--- src/design/bps_udiv.sv ---
module bps_udiv #(
  parameter int unsigned NUM_W = 48,
  parameter int unsigned DEN_W = 32,
  parameter int unsigned Q_W   = 16
) (
  input  logic             clk,
  input  logic             en,
  input  logic [NUM_W-1:0] num,
  input  logic [DEN_W-1:0] den,
  output logic [Q_W-1:0]   quo
);

  localparam int unsigned RW = (NUM_W > DEN_W + Q_W) ? NUM_W : DEN_W + Q_W;

  logic [RW-1:0]    rem [Q_W];
  logic [DEN_W-1:0] dv  [Q_W];
  logic [Q_W-1:0]   qb  [Q_W+1];
  logic             ovf [Q_W+1];

  // quotient too wide (or zero divisor) saturates
  always_ff @(posedge clk) begin
    if (en) begin
      rem[0] <= RW'(num);
      dv[0]  <= den;
      qb[0]  <= '0;
      ovf[0] <= RW'(num) >= (RW'(den) << Q_W);
    end
  end

  for (genvar k = 1; k <= Q_W; k++) begin : g_step
    logic [RW-1:0] trial;
    logic          ge;
    assign trial = RW'(dv[k-1]) << (Q_W - k);
    assign ge    = rem[k-1] >= trial;

    always_ff @(posedge clk) begin
      if (en) begin
        ovf[k] <= ovf[k-1];
        qb[k]  <= ge ? (qb[k-1] | (Q_W'(1) << (Q_W - k))) : qb[k-1];
      end
    end

    if (k < Q_W) begin : g_carry
      always_ff @(posedge clk) begin
        if (en) begin
          dv[k]  <= dv[k-1];
          rem[k] <= ge ? rem[k-1] - trial : rem[k-1];
        end
      end
    end
  end

  assign quo = ovf[Q_W] ? '1 : qb[Q_W];

endmodule

--- config.mk ---
export PLATFORM = sky130hd
export DESIGN_NAME = bps_udiv
export DESIGN_NICKNAME = d
export VERILOG_FILES = /design/src/design/bps_udiv.sv
export SDC_FILE = /design/constraint.sdc
export NUM_CORES = 2
export LEC_CHECK = 0
export BUFFER_PORTS_ARGS = -buffer_cell sky130_fd_sc_hd__buf_4
export CAP_MARGIN = 20
export CORE_MARGIN = 5
export CORE_UTILIZATION = 45
export DETAILED_ROUTE_END_ITERATION = 7
export PLACE_DENSITY_LB_ADDON = 0.1
export SKIP_LAST_GASP = 1
export SYNTH_ARGS = -nofsm -noshare
export SYNTH_HDL_FRONTEND = slang
export SYNTH_SLANG_ARGS = --single-unit
--- constraint.sdc ---
create_clock -name clk -period 4.6 [get_ports clk]
set_clock_uncertainty 0.05 [all_clocks]
set_input_delay 0.92 -clock clk [delete_from_list [all_inputs] [get_ports clk]]
set_output_delay 0.92 -clock clk [all_outputs]
set_load 0.1 [all_outputs]
* After elaboration in Yosys (flattened, before gate mapping) *
Memories as Yosys holds them, arrays and structs flattened.
Cells that the tools add are included.

operators by class
  add/subtract/negate cells = 15
  $mul = 0
  divide/modulo/power cells = 0
  magnitude comparators = 17
  eq/ne operators = 0
  shift-type cells = 0
  multiplexer cells = 34
  bitwise gates (word level) = 0
  reductions and logical operators = 0

operators with widths
  operator                                          number
  48-bit 2-to-1 mux                                 15
  48-bit by 32-bit >= comparator with 1-bit output  1
  48-bit by 33-bit >= comparator with 1-bit output  1
  48-bit by 34-bit >= comparator with 1-bit output  1
  48-bit by 35-bit >= comparator with 1-bit output  1
  48-bit by 36-bit >= comparator with 1-bit output  1
  48-bit by 37-bit >= comparator with 1-bit output  1
  48-bit by 38-bit >= comparator with 1-bit output  1
  48-bit by 39-bit >= comparator with 1-bit output  1
  48-bit by 40-bit >= comparator with 1-bit output  1
  48-bit by 41-bit >= comparator with 1-bit output  1
  48-bit by 42-bit >= comparator with 1-bit output  1
  48-bit by 43-bit >= comparator with 1-bit output  1
  48-bit by 44-bit >= comparator with 1-bit output  1
  48-bit by 45-bit >= comparator with 1-bit output  1
  48-bit by 46-bit >= comparator with 1-bit output  1
  48-bit by 47-bit >= comparator with 1-bit output  1
  48-bit >= comparator                              1
  48-bit by 33-bit subtractor with 48-bit output    1
  48-bit by 34-bit subtractor with 48-bit output    1
  48-bit by 35-bit subtractor with 48-bit output    1
  48-bit by 36-bit subtractor with 48-bit output    1
  48-bit by 37-bit subtractor with 48-bit output    1
  48-bit by 38-bit subtractor with 48-bit output    1
  other kinds (25)                                  28

word-level totals
  register bits after elaboration = 0
  latch bits = 0
  bits in writable memories = 1569
  bits in read-only memories = 0
  word-level logic and storage cells = 70
  memories kept = 4

memory list
  name  depth  width  rd ports  clocked after Yosys merged registers in  wr ports  line  source
  rem   16     48     16        0                                        16        15    logic [RW-1:0] rem [Q_W];
  dv    16     32     16        0                                        16        16    logic [DEN_W-1:0] dv [Q_W];
  qb    17     16     17        0                                        17        17    logic [Q_W-1:0] qb [Q_W+1];
  ovf   17     1      17        0                                        17        18    logic ovf [Q_W+1];

* Longest topological paths before layout *
An unclocked memory read counts as a cell.

  depth in word-level cells = 3
  mapped depth = 15

* Worst setup path before layout *
No wires, ideal clock.

  path kind = reg2reg
  from = memory rem[6][9] (netlist name)
  to = memory rem[7][39] (netlist name), data pin
  library setup time = 0.270 ns
  arrival = 3.104 ns
  required time = 4.280 ns
  slack = 1.176 ns
  cell stages (with the launch flop) = 15
  path buffers = 0
  clock period less this slack = 3.424 ns
  path through = edfxtp_1 > inv_1 > ha_1 > inv_1 > fa_1 > a211oi_1 > o21ai_0 > a21oi_1 > o21ai_1 > a32o_1 > a41o_1 > a211o_1 > a41oi_1 > xor2_1 > a21oi_1

RTL lines
  item         line
  from (decl)  15

==> flow_summary.ini <==
[status]
status = finished clean

[placement]
dpl_cell_area_um2 = 84500
place_ws_ns = 0.510
port-buffer-count = 97
dpl.hpwl_um = 138000
place_congestion = 0.942

[cts]
post-cts-setup-buffers = 0
numClockSinks = 1433
cts_hold_buffers = 0
htreeDepth = 4
numCtsBuffers = 165
tritoncts = done
cts-root-buf = clkbuf_16
path_clk_slew_ns = 0.06
worstSkewPairLatency_ns = 0.80
cts_buffer_depth = 3
ctsResizeCount = 0

[yosys]
syn_nets = 7876
synth.largest_area_cell = edfxtp_1
ys_seq_area_share_pct = 53.5
synth_area_leaders = edfxtp_1, ha_1, a21oi_1
async_flop_share_pct = 0
yosys_warnings = 0
synth_common_cells = edfxtp_1, inv_1, a21oi_1, ha_1, nand2_1
ys.flop_type = edfxtp_1
synth.most_common_cell = edfxtp_1
ys_types = 110
synth_cells = 7235
synth_area_um2 = 80400
yosys.area.top_type_share_pct = 53.5
avgSynthCellArea_um2 = 11.1
synth_edf_count = 1433
ys_seq_elements = 1433

[die]
die_w_um = 433
die_area_um2 = 187000
num_io_pins = 98
core_um2 = 178000
initial_core_util_pct = 45.2
die_h_um = 433
rows = 155

[final_layout]
drive_above_1_share_pct = 8.70
finalInstanceArea_um2 = 89700
area_delta_synth_final_pct = 11.5
final_nets = 8052
fin_util_pct = 50.4

[routing]
routed_wl_um = 181000
dr.pass1.iters = 6
drcViolationCount = 0
drt_iter0_drc = 3015
drtAntennaViolNets = 0
wl_per_cell_um = 18.3
vias = 54100
routed_via_density = 5.47

[timing]
slew_headroom_pct = 28.3
slew_viol_final = 0
rsz0062_at_grt = false
worstMarginPinSlew_ns = 1.07
worst_slack_ns = 0.431
timing.final.crit_share_pct = 90.6
setup_viol = 0
hold_violations = 0
fmax_ghz = 0.240
final.min_clock_period_ns = 4.17
setup_tns_ns = 0

[flow_run]
drv_cap = 0

[setup_path]
cp_max_fo = 52
path_delay_family = compound AO/OA/AOI/OAI gates
crit_slowest_cell = a2111oi_1
slowest_delay_ns = 0.95
arrival_ns = 4.67
cp.buffers_inverters = 3
cp.required_ns = 5.10
crit_type = flop to flop
crit_chain = ha_1 > inv_1 > fa_1 > a21o_1 > a21o_1 > a21oi_1 > a2111oi_1 > nor3_1 > buf_4 > o221ai_4 > buf_4 > mux2_2
worstSetupStartpointType = flop
cp-end-kind = flop

[power]
p_leak_nw = 35.6
powerDensity_nw_per_um2 = 622
ir_drop_mv = 0.346

[grt]
grt_usage_pct = 19.2
grt_first_pass_wirelength_um = 289000
grt_start_max_net_pins = 129
gr-total-overflow = 0
first_global_vias = 56300
antenna_found_initial = 1

[worst_hold_path]
hold_class = input pin to flop
-- layout make-up --
class                           count  area (um^2)
Sequential cell                  1433        43000
Multi-Input combinational cell   4930        34100
Clock inverter                     97          925
Tap cell                         2355         2950
Inverter                          687         2580
Clock buffer                      203         4270
Antenna cell                        2         5.00
Timing Repair Buffer              194         1800
Fill cell                       15600        88400
-- cell usage in the layout, fill, tap and decap left out, drive strengths merged, types with 74 or more instances in the layout --
cell and count:
edfxtp 1433, inv 691, a21oi 681, ha 544, nand2 513, nor2 469, o21ai 446, xnor2 298
a21o 274, xor2 219, clkbuf 203, buf 194, mux2 137, nand3 124, nor3 101, nand4 96
clkinv 83, nand2b 79, nor2b 74
-- layer usage --
metal  GRT usage [%]  part of all wire [%]
met4            12.0                   6.9
met3            2.59                   3.1
met5               0                     0
met1            18.8                    36
met2            37.6                    54
-- stage by stage --
| step | hold WS, ns | cells | total power, W |
|---|---|---|---|
| floorplan | 0.350 | 7235 | 0.0371 |
| global placement | 0.350 | 9599 | 0.0428 |
| detailed placement | 0.355 | 9599 | 0.0431 |
| CTS | 0.168 | 9899 | 0.0559 |
| global route | 0.193 | 9899 | 0.0594 |
| finish | 0.243 | 9901 | 0.0557 |
-- kinds of logic (layout without fill, tap and decap cells) --
group                      Yosys count  count (layout)  synth area share (%)
DFF                               1433            1433                  53.5
and+or+nand+nor                   1768            1768                  10.7
buffers and inverters              872            1181                  4.18
AOI/OAI and AO/OA                 1940            1940                  15.2
muxes                              146             146                  2.03
other                                0               2                     0
adders and majority gates          559             559                  8.84
xor gates and xnor gates           517             517                  5.63
-- path summary, 6_finish.rpt --
| check | to | cells past startpoint | from | slack (ns) |
|---|---|---|---|---|
| hold / removal | dv[0][15] | 1 | den[15] | 0.24 |
| setup reg to reg | rem[6][11] | 12 | dv[0][160] | 0.43 |
| hold reg to reg | qb[1][5] | 0 | qb[0][245] | 0.35 |
| setup / recovery | rem[6][11] | 12 | dv[0][160] | 0.43 |
-- registers in the layout, summed over array words and instances, names as in the netlist --
register	count
rem	768
qb	136
ovf	17
dv	512
-- where the power goes --
part           internal, W  switching [W]  total, W  leakage [nW]
sequential          0.0186        0.00174    0.0204          13.9
combinational      0.00970         0.0132    0.0229          19.2
clock              0.00716        0.00530    0.0125          2.54
total               0.0355         0.0202    0.0557          35.6
(Power assumes the default switching activity.)
